### src/rtl/core/yolo_box_match_iou_assert.svh
// assertion helpers included by the top core file
`ifndef YOLO_BOX_MATCH_IOU_ASSERT_SVH
`define YOLO_BOX_MATCH_IOU_ASSERT_SVH

// same-cycle implication, checked on every rising edge outside reset
`define YBM_ASSERT_IMP(lbl, ante, cons) \
  lbl: assert property (@(posedge clk) disable iff (rst) (ante) |-> (cons)) \
    else $error("yolo_box_match_iou: implication violated");

// next-cycle implication
`define YBM_ASSERT_NXT(lbl, ante, cons) \
  lbl: assert property (@(posedge clk) disable iff (rst) (ante) |=> (cons)) \
    else $error("yolo_box_match_iou: next-cycle implication violated");

`endif

### src/rtl/core/ybm_pkg.sv
package ybm_pkg;

  localparam int MUL_W       = 18;
  localparam int PROD_W      = 2 * MUL_W;
  localparam int DIV_R_W     = 34;
  localparam int DIV_N_W     = 17;
  localparam int STEP_W      = 5;
  localparam int ADDR_W      = 3;
  localparam int DATA_W      = 32;
  localparam int MAX_BOXES_D = 16;

  localparam logic [STEP_W-1:0] SIDE_STEPS = STEP_W'(DIV_N_W);
  localparam logic [STEP_W-1:0] IOU_STEPS  = STEP_W'(15);

  localparam logic [5:0]  GRID_RESET = 6'd7;
  localparam logic [14:0] ONE_Q14    = 15'd16384;
  localparam logic [22:0] DIST_START = 23'd6553600;

  // register word index (paddr[2])
  localparam logic REG_GRID_SIDE = 1'b0;
  localparam logic REG_SQRT_MODE = 1'b1;

  typedef enum logic [3:0] {
    S_IDLE, S_DIVX, S_DIVY, S_SQW, S_SQH, S_OVL, S_MINT, S_MPA,
    S_MTA, S_UNION, S_DIVQ, S_DX, S_DY, S_DW, S_DH, S_DECIDE
  } state_t;

  typedef struct packed {
    logic               op;
    logic signed [15:0] box_x;
    logic signed [15:0] box_y;
    logic signed [15:0] box_w;
    logic signed [15:0] box_h;
    logic               last_box;
  } item_t;

  typedef struct packed {
    logic [3:0]  chosen_index;
    logic [14:0] best_overlap;
    logic        matched_by_overlap;
    logic        bad_union;
  } result_t;

  function automatic logic [MUL_W-1:0] mag(input logic signed [MUL_W-1:0] v);
    return v[MUL_W-1] ? -v : v;
  endfunction

  // interval overlap at doubled scale
  function automatic logic signed [18:0] ovl(input logic signed [15:0] c1,
                                            input logic signed [15:0] w1,
                                            input logic signed [15:0] c2,
                                            input logic signed [15:0] w2);
    logic signed [17:0] l1, l2, r1, r2, lft, rgt;
    l1 = {c1[15], c1, 1'b0} - {{2{w1[15]}}, w1};
    r1 = {c1[15], c1, 1'b0} + {{2{w1[15]}}, w1};
    l2 = {c2[15], c2, 1'b0} - {{2{w2[15]}}, w2};
    r2 = {c2[15], c2, 1'b0} + {{2{w2[15]}}, w2};
    lft = (l1 > l2) ? l1 : l2;
    rgt = (r1 < r2) ? r1 : r2;
    return {rgt[17], rgt} - {lft[17], lft};
  endfunction

endpackage

### src/rtl/core/ybm_mul.sv
module ybm_mul (
  input  logic                        clk,
  input  logic                        rst,
  input  logic                        start,
  input  logic [ybm_pkg::MUL_W-1:0]   a,
  input  logic [ybm_pkg::MUL_W-1:0]   b,
  output logic                        busy,
  output logic                        done,
  output logic [ybm_pkg::PROD_W-1:0]  prod
);
  import ybm_pkg::*;

  logic [MUL_W-1:0]  mcand;
  logic [MUL_W-1:0]  hi;
  logic [MUL_W-1:0]  lo;
  logic [STEP_W-1:0] cnt;
  logic [MUL_W:0]    sum;

  // one multiplier bit per cycle, shift-add
  assign sum  = {1'b0, hi} + (lo[0] ? {1'b0, mcand} : '0);
  assign prod = {hi, lo};

  always_ff @(posedge clk) begin
    if (rst) begin
      busy <= 1'b0;
      done <= 1'b0;
      cnt  <= '0;
    end else begin
      done <= 1'b0;
      if (start) begin
        busy <= 1'b1;
        cnt  <= STEP_W'(MUL_W - 1);
      end else if (busy) begin
        cnt <= cnt - STEP_W'(1);
        if (cnt == '0) begin
          busy <= 1'b0;
          done <= 1'b1;
        end
      end
    end
  end

  always_ff @(posedge clk) begin
    if (start) begin
      mcand <= a;
      hi    <= '0;
      lo    <= b;
    end else if (busy) begin
      hi <= sum[MUL_W:1];
      lo <= {sum[0], lo[MUL_W-1:1]};
    end
  end

endmodule

### src/rtl/core/ybm_div.sv
module ybm_div (
  input  logic                         clk,
  input  logic                         rst,
  input  logic                         start,
  input  logic [ybm_pkg::DIV_R_W-1:0]  rem_init,
  input  logic [ybm_pkg::DIV_R_W-1:0]  den,
  input  logic [ybm_pkg::DIV_N_W-1:0]  num,
  input  logic [ybm_pkg::STEP_W-1:0]   steps,
  output logic                         busy,
  output logic                         done,
  output logic [ybm_pkg::DIV_N_W-1:0]  quo
);
  import ybm_pkg::*;

  logic [DIV_R_W-1:0] rem;
  logic [DIV_R_W-1:0] dsr;
  logic [DIV_N_W-1:0] nsh;
  logic [STEP_W-1:0]  cnt;
  logic [DIV_R_W:0]   trial;
  logic [DIV_R_W:0]   diff;
  logic               ge;

  // restoring division, one quotient bit per cycle
  assign trial = {rem, nsh[DIV_N_W-1]};
  assign diff  = trial - {1'b0, dsr};
  assign ge    = trial >= {1'b0, dsr};

  always_ff @(posedge clk) begin
    if (rst) begin
      busy <= 1'b0;
      done <= 1'b0;
      cnt  <= '0;
    end else begin
      done <= 1'b0;
      if (start) begin
        busy <= 1'b1;
        cnt  <= steps - STEP_W'(1);
      end else if (busy) begin
        cnt <= cnt - STEP_W'(1);
        if (cnt == '0) begin
          busy <= 1'b0;
          done <= 1'b1;
        end
      end
    end
  end

  always_ff @(posedge clk) begin
    if (start) begin
      rem <= rem_init;
      dsr <= den;
      nsh <= num;
      quo <= '0;
    end else if (busy) begin
      rem <= ge ? diff[DIV_R_W-1:0] : trial[DIV_R_W-1:0];
      nsh <= {nsh[DIV_N_W-2:0], 1'b0};
      quo <= {quo[DIV_N_W-2:0], ge};
    end
  end

endmodule

### src/rtl/core/yolo_box_match_iou.sv
// Responsible-box choice for one grid cell, scored by center-form IoU.
// Item channel (item_valid/item_stall/item): op 0 loads the truth box and
// starts a new run, op 1 scores one predicted box. item_stall is high while
// an item is being worked on; one item is handled at a time.
// Result channel (result_valid/result_stall/result): one result on the last
// box of a run, or on the MAX_BOXES-th box. A result sits in an output
// register; the next item is accepted while it waits. If the receiver still
// stalls when the following run ends, the block holds in its final step.
// Products run through a bit-serial multiplier, side and IoU quotients
// through a bit-serial divider. A truth load runs the two side divisions
// only; a predicted box adds the squarings when sqrt_mode is set, skips
// the area products and the IoU division when the boxes do not overlap,
// and skips the IoU division when the union is bad or the IoU saturates.
// result_valid rises at the end of the last box's busy time.
// Registers over APB: grid_side at 0x0, sqrt_mode at 0x4, always ready.
// Reset (synchronous, rst high) clears the run and truth box, sets
// grid_side to 7 and sqrt_mode to 1, and empties the output register.
module yolo_box_match_iou #(
  parameter int MAX_BOXES = ybm_pkg::MAX_BOXES_D
) (
  input  logic                        clk,
  input  logic                        rst,
  input  logic                        item_valid,
  output logic                        item_stall,
  input  ybm_pkg::item_t              item,
  output logic                        result_valid,
  input  logic                        result_stall,
  output ybm_pkg::result_t            result,
  input  logic                        psel,
  input  logic                        penable,
  input  logic                        pwrite,
  input  logic [ybm_pkg::ADDR_W-1:0]  paddr,
  input  logic [ybm_pkg::DATA_W-1:0]  pwdata,
  output logic [ybm_pkg::DATA_W-1:0]  prdata,
  output logic                        pready
);
  import ybm_pkg::*;

  `include "yolo_box_match_iou_assert.svh"

  state_t state, state_next;

  logic [5:0] grid_side;
  logic       sqrt_mode;

  logic signed [15:0] truth_cx, truth_cy, truth_wd, truth_ht;
  logic [14:0] top_iou;
  logic [22:0] best_dist;
  logic [3:0]  best_idx;
  logic [3:0]  box_cnt;
  logic        uflag;
  logic        launched;

  logic               is_load, last;
  logic signed [15:0] bx, by, bw, bh;
  logic signed [15:0] px, py, pw, ph;
  logic [17:0]        ow, oh;
  logic [35:0]        inter4;
  logic signed [31:0] area_p, area_t;
  logic [33:0]        uden;
  logic [14:0]        cur_iou;
  logic [33:0]        acc;

  logic                mul_start, mul_busy, mul_done;
  logic [MUL_W-1:0]    mul_a, mul_b;
  logic [PROD_W-1:0]   prod;
  logic                div_start, div_busy, div_done;
  logic [DIV_R_W-1:0]  div_rem, div_den;
  logic [DIV_N_W-1:0]  div_num, quo;
  logic [STEP_W-1:0]   div_steps;

  logic               step_done;
  logic               item_acc;
  logic signed [18:0] ow_c, oh_c;
  logic signed [17:0] dx, dy, dw, dh;
  logic signed [32:0] area_sum;
  logic signed [37:0] union4;
  logic               union_bad, iou_sat;
  logic [15:0]        qsgn;
  logic [19:0]        dist_q;
  logic               by_iou, upd, emit, out_blocked, emit_go;
  logic [14:0]        iou_new;
  logic [3:0]         idx_new;
  logic [5:0]         side;

  ybm_mul u_mul (
    .clk, .rst, .start(mul_start), .a(mul_a), .b(mul_b),
    .busy(mul_busy), .done(mul_done), .prod
  );

  ybm_div u_div (
    .clk, .rst, .start(div_start), .rem_init(div_rem), .den(div_den),
    .num(div_num), .steps(div_steps), .busy(div_busy), .done(div_done), .quo
  );

  assign item_stall = (state != S_IDLE);
  assign item_acc   = item_valid && !item_stall;
  assign step_done  = launched && (mul_done || div_done);
  assign side       = (grid_side == '0) ? 6'd1 : grid_side;

  // config port
  assign pready = 1'b1;
  always_comb begin
    unique case (paddr[ADDR_W-1])
      REG_GRID_SIDE: prdata = DATA_W'(grid_side);
      REG_SQRT_MODE: prdata = DATA_W'(sqrt_mode);
      default:       prdata = '0;
    endcase
  end

  // geometry
  assign ow_c = ovl(px, pw, truth_cx, truth_wd);
  assign oh_c = ovl(py, ph, truth_cy, truth_ht);
  assign dx = {{2{px[15]}}, px} - {{2{truth_cx[15]}}, truth_cx};
  assign dy = {{2{py[15]}}, py} - {{2{truth_cy[15]}}, truth_cy};
  assign dw = {{2{pw[15]}}, pw} - {{2{truth_wd[15]}}, truth_wd};
  assign dh = {{2{ph[15]}}, ph} - {{2{truth_ht[15]}}, truth_ht};

  assign area_sum  = {area_p[31], area_p} + {area_t[31], area_t};
  assign union4    = {{3{area_sum[32]}}, area_sum, 2'b00} - {2'b00, inter4};
  assign union_bad = union4[37] || (union4 == '0);
  assign iou_sat   = {2'b00, inter4} >= {union4[36:0], 1'b0};

  // sign back onto a side quotient
  assign qsgn = (state == S_DIVX) ? (bx[15] ? -quo[15:0] : quo[15:0])
                                  : (by[15] ? -quo[15:0] : quo[15:0]);

  // decision
  assign dist_q  = acc[33:14];
  assign by_iou  = (top_iou != '0) || (cur_iou != '0);
  assign upd     = by_iou ? (cur_iou > top_iou) : ({3'b000, dist_q} < best_dist);
  assign iou_new = (by_iou && upd) ? cur_iou : top_iou;
  assign idx_new = upd ? box_cnt : best_idx;
  assign emit    = last || (({1'b0, box_cnt} + 5'd1) >= 5'(MAX_BOXES));
  assign out_blocked = result_valid && result_stall;
  assign emit_go = (state == S_DECIDE) && emit && !out_blocked;

  // next state
  always_comb begin
    state_next = state;
    unique case (state)
      S_IDLE:   if (item_acc) state_next = S_DIVX;
      S_DIVX:   if (step_done) state_next = S_DIVY;
      S_DIVY: begin
        if (step_done) begin
          if (is_load) state_next = S_IDLE;
          else if (sqrt_mode) state_next = S_SQW;
          else state_next = S_OVL;
        end
      end
      S_SQW:    if (step_done) state_next = S_SQH;
      S_SQH:    if (step_done) state_next = S_OVL;
      S_OVL:    state_next = (ow_c[18] || oh_c[18]) ? S_DX : S_MINT;
      S_MINT:   if (step_done) state_next = S_MPA;
      S_MPA:    if (step_done) state_next = S_MTA;
      S_MTA:    if (step_done) state_next = S_UNION;
      S_UNION:  state_next = (union_bad || iou_sat) ? S_DX : S_DIVQ;
      S_DIVQ:   if (step_done) state_next = S_DX;
      S_DX:     if (step_done) state_next = S_DY;
      S_DY:     if (step_done) state_next = S_DW;
      S_DW:     if (step_done) state_next = S_DH;
      S_DH:     if (step_done) state_next = S_DECIDE;
      S_DECIDE: if (!(emit && out_blocked)) state_next = S_IDLE;
      default:  state_next = S_IDLE;
    endcase
  end

  // unit launches and operands
  always_comb begin
    mul_start = 1'b0;
    div_start = 1'b0;
    mul_a     = '0;
    mul_b     = '0;
    div_rem   = '0;
    div_den   = DIV_R_W'(side);
    div_num   = '0;
    div_steps = SIDE_STEPS;
    unique case (state)
      S_DIVX: begin
        div_start = !launched;
        div_num   = DIV_N_W'(mag({{2{bx[15]}}, bx}));
      end
      S_DIVY: begin
        div_start = !launched;
        div_num   = DIV_N_W'(mag({{2{by[15]}}, by}));
      end
      S_DIVQ: begin
        div_start = !launched;
        div_rem   = inter4[34:1];
        div_den   = uden;
        div_num   = {inter4[0], {(DIV_N_W-1){1'b0}}};
        div_steps = IOU_STEPS;
      end
      S_SQW: begin
        mul_start = !launched;
        mul_a     = mag({{2{bw[15]}}, bw});
        mul_b     = mul_a;
      end
      S_SQH: begin
        mul_start = !launched;
        mul_a     = mag({{2{bh[15]}}, bh});
        mul_b     = mul_a;
      end
      S_MINT: begin
        mul_start = !launched;
        mul_a     = ow;
        mul_b     = oh;
      end
      S_MPA: begin
        mul_start = !launched;
        mul_a     = mag({{2{pw[15]}}, pw});
        mul_b     = mag({{2{ph[15]}}, ph});
      end
      S_MTA: begin
        mul_start = !launched;
        mul_a     = mag({{2{truth_wd[15]}}, truth_wd});
        mul_b     = mag({{2{truth_ht[15]}}, truth_ht});
      end
      S_DX: begin
        mul_start = !launched;
        mul_a     = mag(dx);
        mul_b     = mul_a;
      end
      S_DY: begin
        mul_start = !launched;
        mul_a     = mag(dy);
        mul_b     = mul_a;
      end
      S_DW: begin
        mul_start = !launched;
        mul_a     = mag(dw);
        mul_b     = mul_a;
      end
      S_DH: begin
        mul_start = !launched;
        mul_a     = mag(dh);
        mul_b     = mul_a;
      end
      default: begin
        mul_start = 1'b0;
      end
    endcase
  end

  // control and run state
  always_ff @(posedge clk) begin
    if (rst) begin
      state        <= S_IDLE;
      launched     <= 1'b0;
      grid_side    <= GRID_RESET;
      sqrt_mode    <= 1'b1;
      truth_cx     <= '0;
      truth_cy     <= '0;
      truth_wd     <= '0;
      truth_ht     <= '0;
      top_iou      <= '0;
      best_dist    <= DIST_START;
      best_idx     <= '0;
      box_cnt      <= '0;
      uflag        <= 1'b0;
      result_valid <= 1'b0;
    end else begin
      state <= state_next;
      if (mul_start || div_start) launched <= 1'b1;
      else if (step_done) launched <= 1'b0;

      if (psel && penable && pwrite && pready) begin
        unique case (paddr[ADDR_W-1])
          REG_GRID_SIDE: grid_side <= pwdata[5:0];
          REG_SQRT_MODE: sqrt_mode <= pwdata[0];
          default:       grid_side <= grid_side;
        endcase
      end

      if (emit_go) result_valid <= 1'b1;
      else if (result_valid && !result_stall) result_valid <= 1'b0;

      if (state == S_DIVY && step_done && is_load) begin
        truth_cx  <= px;
        truth_cy  <= qsgn;
        truth_wd  <= bw;
        truth_ht  <= bh;
        top_iou   <= '0;
        best_dist <= DIST_START;
        best_idx  <= '0;
        box_cnt   <= '0;
        uflag     <= 1'b0;
      end

      if (state == S_UNION && union_bad) uflag <= 1'b1;

      if (state == S_DECIDE && !(emit && out_blocked)) begin
        if (emit) begin
          top_iou      <= '0;
          best_dist    <= DIST_START;
          best_idx     <= '0;
          box_cnt      <= '0;
          uflag        <= 1'b0;
        end else begin
          top_iou  <= iou_new;
          best_idx <= idx_new;
          if (!by_iou && upd) best_dist <= {3'b000, dist_q};
          box_cnt <= box_cnt + 4'd1;
        end
      end
    end
  end

  // per-item datapath
  always_ff @(posedge clk) begin
    if (item_acc) begin
      is_load <= !item.op;
      last    <= item.last_box;
      bx      <= item.box_x;
      by      <= item.box_y;
      bw      <= item.box_w;
      bh      <= item.box_h;
    end
    if (emit_go) begin
      result.chosen_index       <= idx_new;
      result.best_overlap       <= iou_new;
      result.matched_by_overlap <= (iou_new != '0);
      result.bad_union          <= uflag;
    end
    if (step_done) begin
      unique case (state)
        S_DIVX: px <= qsgn;
        S_DIVY: begin
          py <= qsgn;
          pw <= bw;
          ph <= bh;
        end
        S_SQW:  pw <= (prod[35:29] != '0) ? 16'sd32767 : {1'b0, prod[28:14]};
        S_SQH:  ph <= (prod[35:29] != '0) ? 16'sd32767 : {1'b0, prod[28:14]};
        S_MINT: inter4 <= prod;
        S_MPA:  area_p <= (pw[15] ^ ph[15]) ? -prod[31:0] : prod[31:0];
        S_MTA:  area_t <= (truth_wd[15] ^ truth_ht[15]) ? -prod[31:0] : prod[31:0];
        S_DIVQ: cur_iou <= (quo[14:0] > ONE_Q14) ? ONE_Q14 : quo[14:0];
        S_DX:   acc <= prod[33:0];
        S_DY, S_DW, S_DH: acc <= acc + prod[33:0];
        default: acc <= acc;
      endcase
    end
    if (state == S_OVL) begin
      ow      <= ow_c[17:0];
      oh      <= oh_c[17:0];
      cur_iou <= '0;
    end
    if (state == S_UNION) begin
      uden <= union4[33:0];
      if (!union_bad && iou_sat) cur_iou <= ONE_Q14;
    end
  end

  `YBM_ASSERT_IMP(a_mul_free, mul_start, !mul_busy)
  `YBM_ASSERT_IMP(a_div_free, div_start, !div_busy)
  `YBM_ASSERT_IMP(a_iou_range, state == S_DECIDE, cur_iou <= ONE_Q14)
  `YBM_ASSERT_NXT(a_emit_shows, emit_go, result_valid)

endmodule

### config.mk
export PLATFORM = sky130hd
export DESIGN_NAME = yolo_box_match_iou
export DESIGN_NICKNAME = d
export VERILOG_FILES = /design/src/rtl/core/ybm_pkg.sv /design/src/rtl/core/ybm_mul.sv /design/src/rtl/core/ybm_div.sv /design/src/rtl/core/yolo_box_match_iou.sv
export VERILOG_INCLUDE_DIRS = /design/src /design/src/rtl/core
export SDC_FILE = /design/constraint.sdc
export NUM_CORES = 2
export LEC_CHECK = 0
export BUFFER_PORTS_ARGS = -buffer_cell sky130_fd_sc_hd__buf_4
export CAP_MARGIN = 20
export CELL_PAD_IN_SITES_DETAIL_PLACEMENT = 1
export CELL_PAD_IN_SITES_GLOBAL_PLACEMENT = 2
export CORE_AREA = 2 2 249 497
export CTS_CLUSTER_SIZE = 14
export DETAILED_ROUTE_END_ITERATION = 10
export DIE_AREA = 0 0 251 499
export PLACE_DENSITY_LB_ADDON = 0.1
export SKIP_CTS_REPAIR_TIMING = 1
export SLEW_MARGIN = 5
export SYNTH_ARGS = -nofsm -noshare
export SYNTH_HDL_FRONTEND = slang
export SYNTH_SLANG_ARGS = --single-unit
### constraint.sdc
create_clock -name clk -period 11.3 [get_ports clk]
set_clock_uncertainty 0.15 [all_clocks]
set_input_delay 2.26 -clock clk [delete_from_list [all_inputs] [get_ports clk]]
set_output_delay 2.26 -clock clk [all_outputs]
set_load 0.03 [all_outputs]
==> impl_summary.txt <==
----------------------------------------------------
[Status]
  Result of the run ... complete, no violations

[Timing]
  Final setup TNS ... 0 ps
  Setup violation total in the final timing report ... 0
  Unrepaired setup endpoints after global routing ... false
  Maximum clock frequency ... 109.8 MHz
  Slew at the pin closest to its max-slew limit ... 1187 ps
  Final worst-path setup slack ... 2192 ps
  Final clock period utilization by the worst path ... 80.60%
  Min Tclk post-route ... 9108 ps
  Count of endpoints failing hold in the final timing report ... 0
  Number of max-slew violations in the final report ... 0
  Worst hold slack after final layout ... 285.9 ps
  Max-slew headroom at the worst pin ... 20.46%

[Setup path]
  Worst-path fanout max ... 11
  Slowest stage cell on the critical path ... sky130_fd_sc_hd__a2111oi_1
  Kind of critical path ... register to register
  Slowest stage delay, CP ... 760 ps
  Data required time of the critical path ... 11750 ps
  Number of cells on the worst reg-to-reg path ... 31
  Startpoint types ... register
  Number of buffer and inverter stages on the critical path ... 3
  CP dominant cell by count ... sky130_fd_sc_hd__o21bai_1
  Capturing element type of the critical path ... register
  Worst endpoint data arrival time ... 9550 ps
  Number of cells on the critical path ... 31
  Crit path max-delay family ... compound AO/OA/AOI/OAI gates

[GRT]
  Antenna violations before repair ... 5
  Via count of the first global-routing pass ... 48920
  Global-route wire length before repair ... 297.8 mm
  Largest net degree at the start of global routing ... 81
  Global routing usage summed across all routing layers ... 31.82%
  Total congestion overflow after global routing ... 0

[Synthesis]
  Synthesized instance count ... 6028
  Mean instance size in the synthesized netlist ... 8.809 um2
  Simple logic cell fraction of the synthesized area ... 15.85%
  Post-synthesis cell type with the largest combined area ... sky130_fd_sc_hd__edfxtp_1
  Area fraction of the dominant cell type after synthesis ... 26.92%
  Count of state elements after synthesis ... 663
  Multiplexer fraction of the synthesized cell area ... 2.985%
  Share of synthesized registers carrying an async set or reset ... 0%
  Main synth FF type ... sky130_fd_sc_hd__edfxtp_1
  Post-Syn Area ... 53100 um2
  Post-synthesis compound-gate area fraction ... 19.49%
  Distinct cells, synth ... 89
  Synth warnings ... 0
  Number of flops mapped to enable cells by yosys ... 476
  XOR/XNOR Fraction of Synth Area ... 8.791%
  Synthesized-area fraction occupied by adder cells ... 13.32%
  Main combinational cell family by area after synthesis ... compound AO/OA/AOI/OAI gates
  Top cell types by occurrence after synthesis ... 535 x sky130_fd_sc_hd__ha_1, 521 x sky130_fd_sc_hd__nand2_1, 494 x sky130_fd_sc_hd__inv_1
  Most numerous cell in the Yosys netlist ... sky130_fd_sc_hd__ha_1
  Seq/Total Area, Yosys ... 33.97%
  Cell types occupying the most area after synthesis ... sky130_fd_sc_hd__edfxtp_1 27%, sky130_fd_sc_hd__ha_1 13%, sky130_fd_sc_hd__dfxtp_1 7.0%, sky130_fd_sc_hd__xnor2_1 6.3%, sky130_fd_sc_hd__a21oi_1 3.9%

[Floorplanning]
  Floorplan die width ... 251 um
  Starting density of the core ... 43.75%
  Placeable core area ... 121400 um2
  Die area ... 125200 um2
  Total I/O pin count ... 164
  Rows ... 181
  Vertical die dimension ... 499 um

[Power]
  Sw Pwr ... 3.556 mW
  Part of the power in the clock network ... 26.1%
  Combinational share of power ... 36.6%
  Register share of total power ... 37.3%
  Total power of the final layout ... 9.169 mW
  Total power divided by cell area ... 158.2 nW/um2
  Largest voltage drop on the vdd net ... 147.6 uV
  Cell internal power dissipation ... 5.612 mW
  Leakage power of the design ... 23.33 nW
  Net switching fraction of the power ... 38.79%

[Routing]
  Remaining design rule violation count ... 0
  Via density per instance ... 5.983
  Routed Wire Length ... 202.0 mm
  Antenna Nets Post-Route ... 0
  DRT Pass-1 Iters ... 5
  Vias post-DR ... 45910
  DRC violation total after the first TritonRoute iteration ... 2054
  Average detailed-routed wire length per instance ... 26.32 um

[Clock tree]
  Root Buffer Master ... sky130_fd_sc_hd__clkbuf_16
  Number of H-tree branching levels ... 3
  Clock transition time at the flip-flop clock pins of the worst setup and hold paths ... 60 ps
  TritonCTS clock tree ... done
  Clock Latency Late Sink ... 690 ps
  Buffers from clock root to sink, at most ... 3
  Clock tree sinks ... 663
  Total CTS buffers ... 69

[Cells and area]
  Final Instance Count excl. Fillers ... 7672
  Number of inserted filler cells in the final layout ... 14320
  Flip-flop and latch area ... 18040 um2
  Final-stage net count ... 6722
  Area growth from synthesis to layout ... 9.133%
  Finished Cell Area ... 57950 um2
  Core occupancy in the finished layout ... 47.74%
  Multi-input combinational cell area ... 32310 um2
  Layout cells sized above 1 ... 7.031%

[Placed design]
  Quantity of I/O buffers inserted on ports ... 108
  Hpwl dp ... 166.1 mm
  Total instance count after detailed placement ... 7542
  Worst Setup Slack post-DPL ... 2330 ps
  Post-Place Cell Area ... 55650 um2
  Final estimated routing congestion in global placement ... 0.9410

[Worst hold path]
  Hold/Removal Path Class ... register to register
  Instance count along the most critical hold path ... 0

[Job]
  Max-cap check violation count ... 0

----------------------------------------------------
## power by group through the flow
stage / clock network [mW] / registers, mW / logic [mW]
global placement: 0 / 3.46 / 3.25
floorplan: 0 / 3.32 / 2.30
finish: 2.39 / 3.42 / 3.35
CTS: 2.44 / 3.42 / 3.36
detailed placement: 0 / 3.47 / 3.34
global route: 2.50 / 3.44 / 3.67
## layout make-up
cell class                 instances  area share [%]
antenna                            1        0.004318
clock inverter                    39          0.6887
sequential                       663           31.12
inverter                         495           3.208
clock buffer                      87           3.221
tap                             1555           3.357
timing repair buffer             203           2.641
multi-input combinational       4629           55.75
## registers in the layout, summed over array words and instances, names as in the netlist, 17 cells and up
register     flops
acc             34
area_p          32
area_t          32
best_dist       23
inter4          36
oh              18
ow              18
result          21
u_div.dsr       34
u_div.nsh       17
u_div.rem       34
u_mul.hi        18
u_mul.lo        18
u_mul.mcand     18
uden            34
## routing by layer
layer / vias to the layer above / GRT usage (%) / part of all wire [%]
li1: 21700 / - / -
met1: 22540 / 27.40 / 31
met2: 1051 / 60.99 / 53
met3: 611 / 3.196 / 3.0
met4: 0 / 33.26 / 12
met5: - / 0 / 0
## cell families (layout without fill, tap and decap cells)
group / count (synthesis) / in the layout
simple gates: 1776 / 1776
compound gates: 1582 / 1582
buf+inv: 761 / 824
flops: 663 / 663
fa+ha+maj: 555 / 555
xor+xnor: 533 / 533
mux: 156 / 156
other cells: 2 / 28
## worst paths after layout
check        slack [ps]               endpoint             start
max                2190  state[2]$_SDFFE_PP0P_   px[0]$_DFFE_PP_
min                 290    result[0]$_DFFE_PP_  uflag$_SDFF_PP0_
max reg2reg        2190  state[2]$_SDFFE_PP0P_   px[0]$_DFFE_PP_
min reg2reg         290    result[0]$_DFFE_PP_  uflag$_SDFF_PP0_
## cells in the final DEF (no fill, tap or decap), types with 30 or more instances in the layout
| cell type | synthesis | final |
|---|---|---|
| sky130_fd_sc_hd__a211oi_1 | 69 | 69 |
| sky130_fd_sc_hd__a21o_1 | 101 | 101 |
| sky130_fd_sc_hd__a21oi_1 | 410 | 407 |
| sky130_fd_sc_hd__a221oi_1 | 38 | 38 |
| sky130_fd_sc_hd__a22oi_1 | 42 | 42 |
| sky130_fd_sc_hd__a31oi_1 | 58 | 58 |
| sky130_fd_sc_hd__and2_1 | 80 | 80 |
| sky130_fd_sc_hd__and3_1 | 48 | 46 |
| sky130_fd_sc_hd__buf_4 | 27 | 200 |
| sky130_fd_sc_hd__clkbuf_16 | 0 | 71 |
| sky130_fd_sc_hd__dfxtp_1 | 187 | 187 |
| sky130_fd_sc_hd__edfxtp_1 | 476 | 476 |
| sky130_fd_sc_hd__ha_1 | 535 | 535 |
| sky130_fd_sc_hd__inv_1 | 494 | 492 |
| sky130_fd_sc_hd__mux2i_1 | 137 | 137 |
| sky130_fd_sc_hd__nand2_1 | 521 | 519 |
| sky130_fd_sc_hd__nand2b_1 | 58 | 57 |
| sky130_fd_sc_hd__nand3_1 | 107 | 107 |
| sky130_fd_sc_hd__nand4_1 | 47 | 47 |
| sky130_fd_sc_hd__nor2_1 | 489 | 481 |
| sky130_fd_sc_hd__nor2b_1 | 71 | 71 |
| sky130_fd_sc_hd__nor3_1 | 149 | 145 |
| sky130_fd_sc_hd__nor4_1 | 39 | 38 |
| sky130_fd_sc_hd__o211ai_1 | 30 | 30 |
| sky130_fd_sc_hd__o21a_1 | 68 | 68 |
| sky130_fd_sc_hd__o21ai_0 | 332 | 331 |
| sky130_fd_sc_hd__o21bai_1 | 62 | 62 |
| sky130_fd_sc_hd__o22ai_1 | 46 | 45 |
| sky130_fd_sc_hd__o31ai_1 | 62 | 62 |
| sky130_fd_sc_hd__or2_2 | 40 | 40 |
| sky130_fd_sc_hd__or3_1 | 44 | 44 |
| sky130_fd_sc_hd__xnor2_1 | 381 | 381 |
| sky130_fd_sc_hd__xor2_1 | 152 | 152 |
No activity file was read; power rests on OpenSTA's default activity.
